## src/hw/rtl/lpd_pkg.sv

```systemverilog
`default_nettype none
// ----------------------------------------------------------------------------
// lpd_pkg
// Shared types and constants for the length-prefixed record deframer.
// ----------------------------------------------------------------------------
package lpd_pkg;

  localparam int unsigned BYTE_W        = 8;
  localparam int unsigned PHASE_W       = 2;
  localparam int unsigned PLEN_W        = 64;
  localparam int unsigned NLEN_W        = 32;
  localparam int unsigned LEN_HDR_BYTES  = 8;
  localparam int unsigned NAME_HDR_BYTES = 4;
  localparam int unsigned HDR_CNT_W     = 3;
  localparam logic [BYTE_W-1:0] MAX_NAME_RESET = 8'hFF;

  // phase codes as seen on the output
  localparam logic [PHASE_W-1:0] PH_LEN     = 2'd0;
  localparam logic [PHASE_W-1:0] PH_NAMELEN = 2'd1;
  localparam logic [PHASE_W-1:0] PH_NAME    = 2'd2;
  localparam logic [PHASE_W-1:0] PH_PAYLOAD = 2'd3;

  typedef enum logic [3:0] {
    S_LEN     = 4'b0001,
    S_NAMELEN = 4'b0010,
    S_NAME    = 4'b0100,
    S_PAYLOAD = 4'b1000
  } lpd_state_t;

  // one classified byte, front to back
  typedef struct packed {
    logic [BYTE_W-1:0]  byte_value;
    logic [PHASE_W-1:0] phase;
    logic               lengths_valid;
    logic               name_last;
    logic               record_last;
    logic [PLEN_W-1:0]  payload_length;
    logic [NLEN_W-1:0]  name_length;
  } lpd_item_t;

  typedef struct packed {
    logic full;
    logic empty;
  } lpd_q_stat_t;

  function automatic logic [PHASE_W-1:0] phase_code(input lpd_state_t s);
    logic [PHASE_W-1:0] p;
    case (s)
      S_LEN:     p = PH_LEN;
      S_NAMELEN: p = PH_NAMELEN;
      S_NAME:    p = PH_NAME;
      S_PAYLOAD: p = PH_PAYLOAD;
      default:   p = PH_LEN;
    endcase
    return p;
  endfunction

endpackage
`default_nettype wire

```

## src/hw/rtl/lpd_if.sv

```systemverilog
`default_nettype none
// ----------------------------------------------------------------------------
// lpd channel interfaces
// Valid/ready channels for input bytes, parsed results and configuration.
// ----------------------------------------------------------------------------
interface lpd_in_if;
  import lpd_pkg::*;
  logic              valid;
  logic              ready;
  logic [BYTE_W-1:0] data_byte;
  modport source (output valid, output data_byte, input ready);
  modport sink   (input valid, input data_byte, output ready);
endinterface

interface lpd_out_if;
  import lpd_pkg::*;
  logic               valid;
  logic               ready;
  logic [BYTE_W-1:0]  byte_value;
  logic [PHASE_W-1:0] phase;
  logic [PLEN_W-1:0]  payload_length;
  logic [NLEN_W-1:0]  name_length;
  logic               name_too_long;
  logic               name_last;
  logic               record_last;
  modport source (output valid, output byte_value, output phase, output payload_length,
                  output name_length, output name_too_long, output name_last,
                  output record_last, input ready);
  modport sink   (input valid, input byte_value, input phase, input payload_length,
                  input name_length, input name_too_long, input name_last,
                  input record_last, output ready);
endinterface

interface lpd_cfg_if;
  import lpd_pkg::*;
  logic              valid;
  logic              ready;
  logic [BYTE_W-1:0] data;
  modport source (output valid, output data, input ready);
  modport sink   (input valid, input data, output ready);
endinterface
`default_nettype wire

```

## src/hw/rtl/lpd_front.sv

```systemverilog
`default_nettype none
// ----------------------------------------------------------------------------
// lpd_front
// Header/name/payload parser: takes one byte per transfer and classifies it.
// ----------------------------------------------------------------------------
module lpd_front (
  input  wire logic                clk,
  input  wire logic                rst,
  lpd_in_if.sink                   rx,
  input  wire lpd_pkg::lpd_q_stat_t q_stat,
  output logic                     push,
  output lpd_pkg::lpd_item_t       item
);
  import lpd_pkg::*;

  lpd_state_t           state, state_next;
  logic [HDR_CNT_W-1:0] hdr_cnt, hdr_cnt_next;
  logic [PLEN_W-1:0]    plen, plen_next;
  logic [NLEN_W-1:0]    nlen, nlen_next;
  logic [PLEN_W-1:0]    pos, pos_next;
  logic [PLEN_W-1:0]    pos_inc;
  logic                 lengths_valid, name_last, record_last;

  assign rx.ready = !q_stat.full;
  assign push     = rx.valid && rx.ready;
  assign pos_inc  = pos + PLEN_W'(1);

  always_comb begin
    state_next    = state;
    hdr_cnt_next  = hdr_cnt;
    plen_next     = plen;
    nlen_next     = nlen;
    pos_next      = pos;
    lengths_valid = 1'b0;
    name_last     = 1'b0;
    record_last   = 1'b0;
    case (state)
      S_LEN: begin
        plen_next = {plen[PLEN_W-BYTE_W-1:0], rx.data_byte};
        if (hdr_cnt == HDR_CNT_W'(LEN_HDR_BYTES - 1)) begin
          hdr_cnt_next = '0;
          state_next   = S_NAMELEN;
        end else begin
          hdr_cnt_next = hdr_cnt + HDR_CNT_W'(1);
        end
      end
      S_NAMELEN: begin
        nlen_next = {nlen[NLEN_W-BYTE_W-1:0], rx.data_byte};
        if (hdr_cnt == HDR_CNT_W'(NAME_HDR_BYTES - 1)) begin
          hdr_cnt_next  = '0;
          pos_next      = '0;
          lengths_valid = 1'b1;
          if (nlen_next == '0) begin
            name_last = 1'b1;
            if (plen == '0) record_last = 1'b1;
            else            state_next  = S_PAYLOAD;
          end else begin
            state_next = S_NAME;
          end
        end else begin
          hdr_cnt_next = hdr_cnt + HDR_CNT_W'(1);
        end
      end
      S_NAME: begin
        lengths_valid = 1'b1;
        pos_next      = pos_inc;
        if (pos_inc >= {{(PLEN_W-NLEN_W){1'b0}}, nlen}) begin
          name_last = 1'b1;
          pos_next  = '0;
          if (plen == '0) record_last = 1'b1;
          else            state_next  = S_PAYLOAD;
        end
      end
      S_PAYLOAD: begin
        lengths_valid = 1'b1;
        pos_next      = pos_inc;
        if (pos_inc >= plen) record_last = 1'b1;
      end
      default: state_next = S_LEN;
    endcase
  end

  always_comb begin
    item.byte_value     = rx.data_byte;
    item.phase          = phase_code(state);
    item.lengths_valid  = lengths_valid;
    item.name_last      = name_last;
    item.record_last    = record_last;
    item.payload_length = plen_next;
    item.name_length    = nlen_next;
  end

  always_ff @(posedge clk) begin
    if (rst) begin
      state   <= S_LEN;
      hdr_cnt <= '0;
      plen    <= '0;
      nlen    <= '0;
      pos     <= '0;
    end else if (push) begin
      if (record_last) begin
        state   <= S_LEN;
        hdr_cnt <= '0;
        plen    <= '0;
        nlen    <= '0;
        pos     <= '0;
      end else begin
        state   <= state_next;
        hdr_cnt <= hdr_cnt_next;
        plen    <= plen_next;
        nlen    <= nlen_next;
        pos     <= pos_next;
      end
    end
  end

endmodule
`default_nettype wire

```

## src/hw/rtl/lpd_queue.sv

```systemverilog
`default_nettype none
// ----------------------------------------------------------------------------
// lpd_queue
// Two-entry queue between parser and output stage.
// ----------------------------------------------------------------------------
module lpd_queue (
  input  wire logic                clk,
  input  wire logic                rst,
  input  wire logic                push,
  input  wire lpd_pkg::lpd_item_t  wr_item,
  input  wire logic                pop,
  output lpd_pkg::lpd_item_t       rd_item,
  output lpd_pkg::lpd_q_stat_t     q_stat
);
  import lpd_pkg::*;

  lpd_item_t  entries [2];
  logic       wptr, rptr;
  logic [1:0] count;

  assign q_stat.full  = (count == 2'd2);
  assign q_stat.empty = (count == 2'd0);
  assign rd_item      = entries[rptr];

  always_ff @(posedge clk) begin
    if (push) entries[wptr] <= wr_item;
  end

  always_ff @(posedge clk) begin
    if (rst) begin
      wptr  <= 1'b0;
      rptr  <= 1'b0;
      count <= '0;
    end else begin
      if (push) wptr <= !wptr;
      if (pop)  rptr <= !rptr;
      case ({push, pop})
        2'b10:   count <= count + 2'd1;
        2'b01:   count <= count - 2'd1;
        default: count <= count;
      endcase
    end
  end

endmodule
`default_nettype wire

```

## src/hw/rtl/lpd_back.sv

```systemverilog
`default_nettype none
// ----------------------------------------------------------------------------
// lpd_back
// Output stage: holds max_name_bytes, flags overlong names, registers results.
// ----------------------------------------------------------------------------
module lpd_back (
  input  wire logic                 clk,
  input  wire logic                 rst,
  lpd_cfg_if.sink                   cfg,
  input  wire lpd_pkg::lpd_q_stat_t q_stat,
  input  wire lpd_pkg::lpd_item_t   rd_item,
  output logic                      pop,
  lpd_out_if.source                 tx
);
  import lpd_pkg::*;

  logic [BYTE_W-1:0] max_name_bytes;
  logic              out_valid;

  assign cfg.ready = 1'b1;
  assign tx.valid  = out_valid;
  assign pop       = !q_stat.empty && (!out_valid || tx.ready);

  always_ff @(posedge clk) begin
    if (rst) begin
      max_name_bytes <= MAX_NAME_RESET;
    end else if (cfg.valid && cfg.ready) begin
      max_name_bytes <= cfg.data;
    end
  end

  always_ff @(posedge clk) begin
    if (rst) begin
      out_valid <= 1'b0;
    end else if (pop) begin
      out_valid <= 1'b1;
    end else if (tx.ready) begin
      out_valid <= 1'b0;
    end
  end

  // lengths read as zero until both headers are complete
  always_ff @(posedge clk) begin
    if (pop) begin
      tx.byte_value     <= rd_item.byte_value;
      tx.phase          <= rd_item.phase;
      tx.name_last      <= rd_item.name_last;
      tx.record_last    <= rd_item.record_last;
      tx.payload_length <= rd_item.lengths_valid ? rd_item.payload_length : '0;
      tx.name_length    <= rd_item.lengths_valid ? rd_item.name_length : '0;
      tx.name_too_long  <= rd_item.lengths_valid &&
                           (rd_item.name_length > {{(NLEN_W-BYTE_W){1'b0}}, max_name_bytes});
    end
  end

endmodule
`default_nettype wire

```

## src/hw/rtl/length_prefixed_record_deframer.sv

```systemverilog
`default_nettype none
// ----------------------------------------------------------------------------
// length_prefixed_record_deframer
// Parses a byte stream of length-prefixed records and tags each byte.
// ----------------------------------------------------------------------------
// Takes one byte per cycle while the queue is not full and delivers one result
// per byte, in order. A record is an 8-byte big-endian payload length, a 4-byte
// big-endian name length, the name bytes and the payload bytes. Each result
// carries the byte, its phase, the decoded lengths (zero until both headers are
// in), an overlong-name flag against max_name_bytes, and name/record end marks.
// Empty names and empty payloads end right after the preceding field. Results
// pass through a two-entry queue and an output register, which let rx keep
// flowing while a result waits on tx; throughput is one byte per cycle while tx
// accepts, set by the combinational parser update (64-bit position increment
// and compare). The cfg channel is always ready; write it only while idle.
// ----------------------------------------------------------------------------
module length_prefixed_record_deframer (
  input  wire logic clk,
  input  wire logic rst,
  lpd_in_if.sink    rx,
  lpd_out_if.source tx,
  lpd_cfg_if.sink   cfg
);
  import lpd_pkg::*;

  lpd_item_t   wr_item, rd_item;
  lpd_q_stat_t q_stat;
  logic        push, pop;

  lpd_front u_front (
    .clk    (clk),
    .rst    (rst),
    .rx     (rx),
    .q_stat (q_stat),
    .push   (push),
    .item   (wr_item)
  );

  lpd_queue u_queue (
    .clk     (clk),
    .rst     (rst),
    .push    (push),
    .wr_item (wr_item),
    .pop     (pop),
    .rd_item (rd_item),
    .q_stat  (q_stat)
  );

  lpd_back u_back (
    .clk     (clk),
    .rst     (rst),
    .cfg     (cfg),
    .q_stat  (q_stat),
    .rd_item (rd_item),
    .pop     (pop),
    .tx      (tx)
  );

endmodule
`default_nettype wire

```

## src/flat_wrapper.sv

```systemverilog
// flat-port wrapper written by rule: the top's interface ports become plain ports
module length_prefixed_record_deframer_flat import lpd_pkg::*;
  (clk, rst, rx_valid, rx_data_byte, rx_ready, tx_valid, tx_byte_value, tx_phase, tx_payload_length, tx_name_length, tx_name_too_long, tx_name_last, tx_record_last, tx_ready, cfg_valid, cfg_data, cfg_ready);
  lpd_in_if rx_i ();
  lpd_out_if tx_i ();
  lpd_cfg_if cfg_i ();
  input  wire logic clk;
  input  wire logic rst;
  input wire logic [$bits(rx_i.valid)-1:0] rx_valid;
  input wire logic [$bits(rx_i.data_byte)-1:0] rx_data_byte;
  output wire logic [$bits(rx_i.ready)-1:0] rx_ready;
  output wire logic [$bits(tx_i.valid)-1:0] tx_valid;
  output wire logic [$bits(tx_i.byte_value)-1:0] tx_byte_value;
  output wire logic [$bits(tx_i.phase)-1:0] tx_phase;
  output wire logic [$bits(tx_i.payload_length)-1:0] tx_payload_length;
  output wire logic [$bits(tx_i.name_length)-1:0] tx_name_length;
  output wire logic [$bits(tx_i.name_too_long)-1:0] tx_name_too_long;
  output wire logic [$bits(tx_i.name_last)-1:0] tx_name_last;
  output wire logic [$bits(tx_i.record_last)-1:0] tx_record_last;
  input wire logic [$bits(tx_i.ready)-1:0] tx_ready;
  input wire logic [$bits(cfg_i.valid)-1:0] cfg_valid;
  input wire logic [$bits(cfg_i.data)-1:0] cfg_data;
  output wire logic [$bits(cfg_i.ready)-1:0] cfg_ready;
  assign rx_i.valid = rx_valid;
  assign rx_i.data_byte = rx_data_byte;
  assign rx_ready = rx_i.ready;
  assign tx_valid = tx_i.valid;
  assign tx_byte_value = tx_i.byte_value;
  assign tx_phase = tx_i.phase;
  assign tx_payload_length = tx_i.payload_length;
  assign tx_name_length = tx_i.name_length;
  assign tx_name_too_long = tx_i.name_too_long;
  assign tx_name_last = tx_i.name_last;
  assign tx_record_last = tx_i.record_last;
  assign tx_i.ready = tx_ready;
  assign cfg_i.valid = cfg_valid;
  assign cfg_i.data = cfg_data;
  assign cfg_ready = cfg_i.ready;
  length_prefixed_record_deframer u_core (.clk(clk), .rst(rst), .rx(rx_i), .tx(tx_i), .cfg(cfg_i));
endmodule
```

## config.mk

```make
export PLATFORM = sky130hd
export DESIGN_NAME = length_prefixed_record_deframer_flat
export DESIGN_NICKNAME = d
export VERILOG_FILES = /design/src/hw/rtl/lpd_pkg.sv /design/src/hw/rtl/lpd_if.sv /design/src/hw/rtl/lpd_front.sv /design/src/hw/rtl/lpd_queue.sv /design/src/hw/rtl/lpd_back.sv /design/src/hw/rtl/length_prefixed_record_deframer.sv /design/src/flat_wrapper.sv
export SDC_FILE = /design/constraint.sdc
export NUM_CORES = 1
export LEC_CHECK = 0
export ABC_CLOCK_PERIOD_IN_PS = 11650
export BUFFER_PORTS_ARGS = -buffer_cell sky130_fd_sc_hd__buf_2
export CAP_MARGIN = 20
export CORE_UTILIZATION = 25
export CTS_BUF_LIST = sky130_fd_sc_hd__clkbuf_4 sky130_fd_sc_hd__clkbuf_8
export DETAILED_ROUTE_END_ITERATION = 10
export GPL_ROUTABILITY_DRIVEN = 0
export PLACE_DENSITY_LB_ADDON = 0.12
export REMOVE_ABC_BUFFERS = 1
export SYNTH_ARGS = -nofsm -noshare
export SYNTH_HDL_FRONTEND = slang
export SYNTH_SLANG_ARGS = --single-unit
```

## constraint.sdc

```tcl
create_clock -name clk -period 11.65 [get_ports clk]
set_input_delay 1.165 -clock clk [delete_from_list [all_inputs] [get_ports clk]]
set_output_delay 1.165 -clock clk [all_outputs]
set_load 0.01 [all_outputs]
```

==> results of run 1 <==
==> worst max-delay path by stage <==
stage	startpoint	end	slack, ns	cells past startpoint
finish	u_core.u_front.pos[2]	u_core.u_front.pos[29]	4.74	17
global route	u_core.u_front.pos[5]	u_core.u_front.pos[29]	4.31	17
CTS	u_core.u_front.pos[6]	u_core.u_front.pos[63]	4.74	17
detailed placement	u_core.u_front.pos[2]	u_core.u_front.pos[36]	4.76	17
global placement	u_core.u_front.pos[5]	u_core.u_front.pos[29]	4.95	17
floorplan	u_core.u_front.state[3]	u_core.u_front.plen[0]	1.07	4
==> final cells by class <==
class                   instances  area [sq um]
clock buffers                 153          1840
repair buffers                152           833
multi-input cells            1486          9300
inverters                     131           492
clock inverters                37           269
flip-flops and latches        508         13400
diodes                          1          2.50
well taps                    1254          1570
fillers                      9746         65700
==> cells in the final DEF, fill, tap and decap left out, types with 35 or more instances in the layout <==
cell type and instances:
a22o_1 40, mux2i_1 101, inv_1 130, ha_1 109, dfxtp_1 180, nand2_1 384
edfxtp_1 327, nor4_1 56, nand3_1 35, nand4_1 53, o21ai_0 217, nor2_1 148
buf_2 131, clkbuf_8 110, clkbuf_4 43, xnor2_1 44, a21oi_1 50
==> through the flow <==
stage,instances,worst slack (ns)
detailed placement,3530,4.76
global placement,3530,4.95
CTS,3720,4.74
floorplan,2125,1.07
finish,3722,4.74
global route,3722,4.31
==> per-layer routing <==
layer | GRT usage (%) | up-vias | wire (um)
li1 | - | 8365 | -
met1 | 18.8 | 8483 | 31800
met2 | 24.1 | 345 | 33700
met3 | 2.48 | 110 | 2790
met4 | 4.70 | 0 | 1770
met5 | 0 | - | 0
==> logic make-up after synthesis <==
group / count (synthesis) / synth area share, %
other: 1 / 0.0159
and+or+nand+nor: 785 / 15.2
xor gates and xnor gates: 67 / 2.48
buffers and inverters: 254 / 4.15
DFF: 508 / 56.8
adders and majority gates: 109 / 5.77
muxes: 118 / 5.08
AOI/OAI and AO/OA: 406 / 10.5
==> worst max-delay path, cell delays in order, from the launching register on <==
cell and delay [ns]:
dfxtp_1 0.44, nand3_1 0.17, nor4_2 0.77, nand4_1 0.77
o31a_1 0.52, or2_2 0.34, ha_1 0.32, a21oi_1 0.17
o21ai_0 0.13, o211ai_1 0.19, a21oi_1 0.13, or4_1 0.55
o221a_2 0.32, a21boi_0 0.18, a2111oi_4 0.36, buf_4 0.37
and2_2 0.82, a22o_1 0.25
==> power by group through the flow <==
stage | Sequential, W | Combinational (W) | Clock, W
final | 0.00246 | 0.00107 | 0.00187
after global routing | 0.00250 | 0.00120 | 0.00203
after CTS | 0.00248 | 0.00112 | 0.00195
after detailed placement | 0.00251 | 0.00112 | 0
after global placement | 0.00251 | 0.00111 | 0
after floorplan | 0.00265 | 0.000573 | 0
==> registers in the layout, indices dropped and copies added, names as in the netlist, 2 cells and up, named ones only <==
signal / flops
u_core.u_back.max_name_bytes: 8
u_core.u_back.tx.byte_value: 8
u_core.u_back.tx.name_length: 32
u_core.u_back.tx.payload_length: 64
u_core.u_back.tx.phase: 2
u_core.u_front.hdr_cnt: 3
u_core.u_front.nlen: 32
u_core.u_front.plen: 64
u_core.u_front.pos: 64
u_core.u_front.state: 4
u_core.u_queue.count: 2
u_core.u_queue.entries: 218
==> cell usage after synthesis (16+ instances only) <==
master	n
nand4_1	53
dfxtp_1	181
nand3_1	35
mux2i_1	102
nor2_1	152
a21oi_1	50
a22o_1	40
nand2_1	385
nor4_1	56
xnor2_1	44
xor2_1	23
o21ai_0	217
edfxtp_1	327
ha_1	109
inv_1	130
mux2_2	16
clkbuf_1	100
==> reports/metrics.csv, run 1 <==
stage;metric;value;unit
power_and_ir_drop;sw_frac_of_total;30.6;%
power_and_ir_drop;intPower;0.00375;W
power_and_ir_drop;total_power;0.00541;W
routing;drc_errors;0;
timing;holdWs;0.455;ns
power_and_ir_drop;p_clk_share;34.6;%
synth;ys_ff_latch;508;
floorplanning;die_h;310;um
synth;ys_types;63;
placement;place_area;0.0256;sq mm
timing;drv_slew;0;
clock_network;clk_pin_slew_worst_paths;0.06;ns
flow_run;cap_violations;0;
floorplanning;core;0.0935;sq mm
hold_path;min_path_type;reg2reg;
hold_path;hold_path_end;u_core.u_front.nlen[27];
synth;syn_area;0.0237;sq mm
timing;min_period_over_period;59.3;%
routing;ant_nets;0;
routing;drt-total-wl;70100;um
final_layout;num-nets-final;2509;
clock_network;hold_buffers;0;
clock_network;cts-buffers-inserted;100;
floorplanning;rows;112;
timing;final_hold_viol_count;0;
routing;drt-wirelength-per-cell;18.8;um
critical_path;reg2reg_setup_slack;4.74;ns
clock_network;root_buffer;clkbuf_8;
timing;fin_skew;0.0462;ns
clock_network;tritoncts;done;
timing;fin_setup_tns;0;ns
synth;synth_seq_area_share;56.8;%
global_route;grt_pass1_wl;105000;um
routing;drtIter0Drc;913;
critical_path;rr_startpoint;u_core.u_front.pos[2];
critical_path;crit_type;reg2reg;
critical_path;cp-start-kind;flop;
timing;rsz0062_at_grt;no;
routing;firstDrtPassIters;5;
synth;netlist_top_cells_area;edfxtp_1 (42%), dfxtp_1 (15%), nand2_1 (6.1%);
placement;hpwl;49600;um
timing;report.final.setup_viol;0;
critical_path;crit_required;12.29;ns
synth;synthArstFlopShare;0;%
critical_path;reg2regPathDepth;17;
power_and_ir_drop;seqPwrFrac;45.6;%
clock_network;htreeDepth;3;
critical_path;endpoint_kind;flop;
power_and_ir_drop;p_leak;10.1;nW
final_layout;final_util;29.7;%
floorplanning;initial_core_util;25.3;%
floorplanning;pin_count;133;
hold_path;min_from;u_core.u_front.nlen[27];
power_and_ir_drop;p_comb_share;19.8;%
global_route;grt_pass1_vias;17100;
placement;port_buffers;131;
clock_network;insertion_delay;0.73;ns
routing;vias;17300;
synth;synthCells;2248;
clock_network;clk_path_buf_depth;3;
clock_network;cts.sinks;508;
clock_network;ctsResizeCount;0;
clock_network;post_cts_buffers;0;
global_route;grt_overflow;0;
routing;via_per_inst;4.65;
timing;worst_pin_slew;1.12;ns
power_and_ir_drop;vdd_drop_max;105;uV
timing;relSlewSlack;25.1;%
critical_path;reg2reg_to;u_core.u_front.pos[29];
final_layout;final_layout_size_suffix_gt1_share;15.1;%
critical_path;critPathArrivalTime;7.55;ns
timing;finalCriticalPeriod;6.91;ns
floorplanning;die_width;310;um
critical_path;worstPathMaxFanout;39;
global_route;grt_max_degree;97;
power_and_ir_drop;switching_power;0.00165;W
synth;synth_area_leader_cell;edfxtp_1;
synth;avgSynthCellArea;10.5;sq um
synth;synth_ff_type;edfxtp_1;
synth;yosysTopAreaCellShare;41.5;%
final_layout;syn_to_final_growth;17.3;%
hold_path;min_path_cells;2;
floorplanning;die_area;0.0958;sq mm
synth;synth_edf_count;327;
power_and_ir_drop;power_density;195;mW/mm^2
run_status;status;finished clean;
timing;max_freq;0.145;GHz
global_route;antenna_found_initial;1;
global_route;grt_use_total;14.4;%
final_layout;fin_area;0.0277;sq mm
synth;ys_warn_count;0;
(Power assumes the default switching activity.)
==> run 2, diff against run 1 <==
ABC_CLOCK_PERIOD_IN_PS = 6880   (was 11650)
clock period = 6.88 ns   (was 11.65 ns; I/O delays follow)
==> run 2 against run 1 <==
Fmax increased by 19%. Clock skew increased by 0.00055 ns. Hold slack got worse by 0.27 ns. Largest cell class unchanged.
==> reports/metrics.csv, run 2 (same netlist as run 1, synthesis figures left out) <==
stage;metric;value;unit
timing;worst_pin_slew;0.952;ns
timing;fin_skew;0.0467;ns
final_layout;layout_commonest_cell;nand2_1;
flow_run;cap_violations;0;
clock_network;tritoncts;done;
critical_path;reg2reg_to;u_core.u_front.pos[18];
final_layout;final_layout_size_suffix_gt1_share;15.1;%
clock_network;insertion_delay;0.71;ns
global_route;antenna_found_initial;1;
power_and_ir_drop;power_density;324;mW/mm^2
routing;drtIter0Drc;1007;
critical_path;crit_chain;and3_1, and2_0, nand4_1, buf_4, or2_2, xnor2_1, ha_1, a2111oi_0, o21ai_0, o211ai_1, o31ai_1, or4_1, o221a_2, a21boi_0, a2111oi_4, nand2_2, o31ai_1;
hold_path;min_from;cfg_data[7];
hold_path;hold_path_end;u_core.u_back.max_name_bytes[7];
clock_network;cts.sinks;508;
placement;hpwl;49800;um
critical_path;slowest_stage;dfxtp_1;
critical_path;critPathArrivalTime;6.42;ns
clock_network;cts-buffers-inserted;96;
floorplanning;die_h;310;um
routing;vias;17200;
timing;report.final.setup_viol;0;
critical_path;critPathMaxStageDelay;0.53;ns
clock_network;clk_path_buf_depth;3;
routing;firstDrtPassIters;5;
final_layout;largest_reg_flops;218;
global_route;grt_use_total;14.4;%
power_and_ir_drop;vdd_drop_max;140;uV
timing;fin_setup_tns;0;ns
critical_path;reg2regPathDepth;17;
timing;drv_slew;0;
final_layout;top_register;u_core.u_queue.entries;
routing;drt-wirelength-per-cell;18.7;um
floorplanning;rows;112;
clock_network;clk_pin_slew_worst_paths;0.07;ns
critical_path;crit_path_start;u_core.u_front.pos[34];
routing;ant_nets;0;
clock_network;ctsResizeCount;0;
final_layout;register_area;0.0134;sq mm
critical_path;path_delay_family;simple AND/OR/NAND/NOR gates;
timing;rsz0062_at_grt;no;
critical_path;worstPathMaxFanout;19;
clock_network;post_cts_buffers;0;
floorplanning;die_width;310;um
routing;via_per_inst;4.62;
floorplanning;pin_count;133;
routing;drc_errors;0;
global_route;grt_pass1_vias;17300;
critical_path;critical_path_buf_inv_count;1;
clock_network;hold_buffers;0;
timing;min_period_over_period;84.7;%
power_and_ir_drop;total_power;0.00896;W
hold_path;min_path_cells;3;
timing;final_hold_viol_count;0;
critical_path;rr_startpoint;u_core.u_front.pos[34];
hold_path;min_path_type;in2reg;
floorplanning;initial_core_util;25.3;%
clock_network;htreeDepth;3;
final_layout;final_util;29.6;%
final_layout;mostFrequentLayoutCells;nand2_1 (384), edfxtp_1 (327), o21ai_0 (217), dfxtp_1 (180), nor2_1 (148);
final_layout;num-nets-final;2513;
run_status;status;finished clean;
critical_path;crit_required;7.47;ns
global_route;grt_pass1_wl;105000;um
critical_path;crit_path_frequent_cell;o31ai_1;
power_and_ir_drop;p_leak;10.0;nW
floorplanning;core;0.0935;sq mm
timing;max_freq;0.172;GHz
final_layout;n_fill_cell;9774;
critical_path;crit_type;reg2reg;
critical_path;cp-start-kind;flop;
global_route;grt_max_degree;97;
critical_path;reg2reg_setup_slack;1.05;ns
global_route;grt_overflow;0;
placement;port_buffers;131;
timing;relSlewSlack;36.0;%
clock_network;root_buffer;clkbuf_8;
timing;finalCriticalPeriod;5.83;ns
critical_path;endpoint_kind;flop;
timing;holdWs;0.188;ns
floorplanning;die_area;0.0958;sq mm
final_layout;multi_input_comb_area;0.00930;sq mm
final_layout;syn_to_final_growth;17.0;%
routing;drt-total-wl;69600;um
run 2: cell types whose count changed in the layout (fill, tap and decap cells not counted), sizes merged:
cell / change
clkbuf: -17
bufinv: -1
clkinvlp: +2
buf: +8
clkinv: +8
run 2: worst max path at each step:
stage                                   endpoint  slack [ns]  cells past startpoint
final                     u_core.u_front.pos[18]        1.05                     17
after global routing      u_core.u_front.pos[13]        0.65                     17
after CTS                  u_core.u_front.pos[0]        1.04                     17
after detailed placement   u_core.u_front.pos[0]        1.06                     17
after global placement    u_core.u_front.pos[12]        1.20                     17
after floorplan           u_core.u_front.plen[0]       -3.70                      4
run 2: worst register-to-register path: stages (launching register included):
cell and delay (ns):
dfxtp_1 0.53, and3_1 0.29, and2_0 0.41, nand4_1 0.48
buf_4 0.33, or2_2 0.30, xnor2_1 0.16, ha_1 0.22
a2111oi_0 0.38, o21ai_0 0.16, o211ai_1 0.13, o31ai_1 0.16
or4_1 0.52, o221a_2 0.31, a21boi_0 0.15, a2111oi_4 0.45
nand2_2 0.39, o31ai_1 0.35
run 2: layout make-up:
cell class	instances	area share (%)
antenna	1	0.00904
clock buffer	136	5.93
clock inverter	46	1.09
inverter	131	1.78
multi-input combinational	1486	33.6
sequential	508	48.6
tap	1254	5.67
timing repair buffer	160	3.32
run 2: through the flow:
step	setup slack [ns]	instance area, sq um	std cells
2_1_floorplan	-3.70	23200	2125
3_3_place_gp	1.20	25700	3537
3_5_place_dp	1.06	25700	3538
4_1_cts	1.04	27600	3720
5_1_grt	0.649	27700	3722
6_report	1.05	27700	3722
run 2: per-layer routing:
layer  share of wire, %  vias to the layer above  track usage (%)
li1                   -                     8377                -
met4                2.5                        0             4.31
met5                  0                        -                0
met3                4.0                      104             2.43
met2                 48                      338             24.5
met1                 45                     8389             18.7
run 2: power breakdown:
part	internal, W	leakage, nW	switching [W]
clock	0.00160	1.04	0.00137
combinational	0.000594	4.37	0.00123
sequential	0.00397	4.63	0.000198
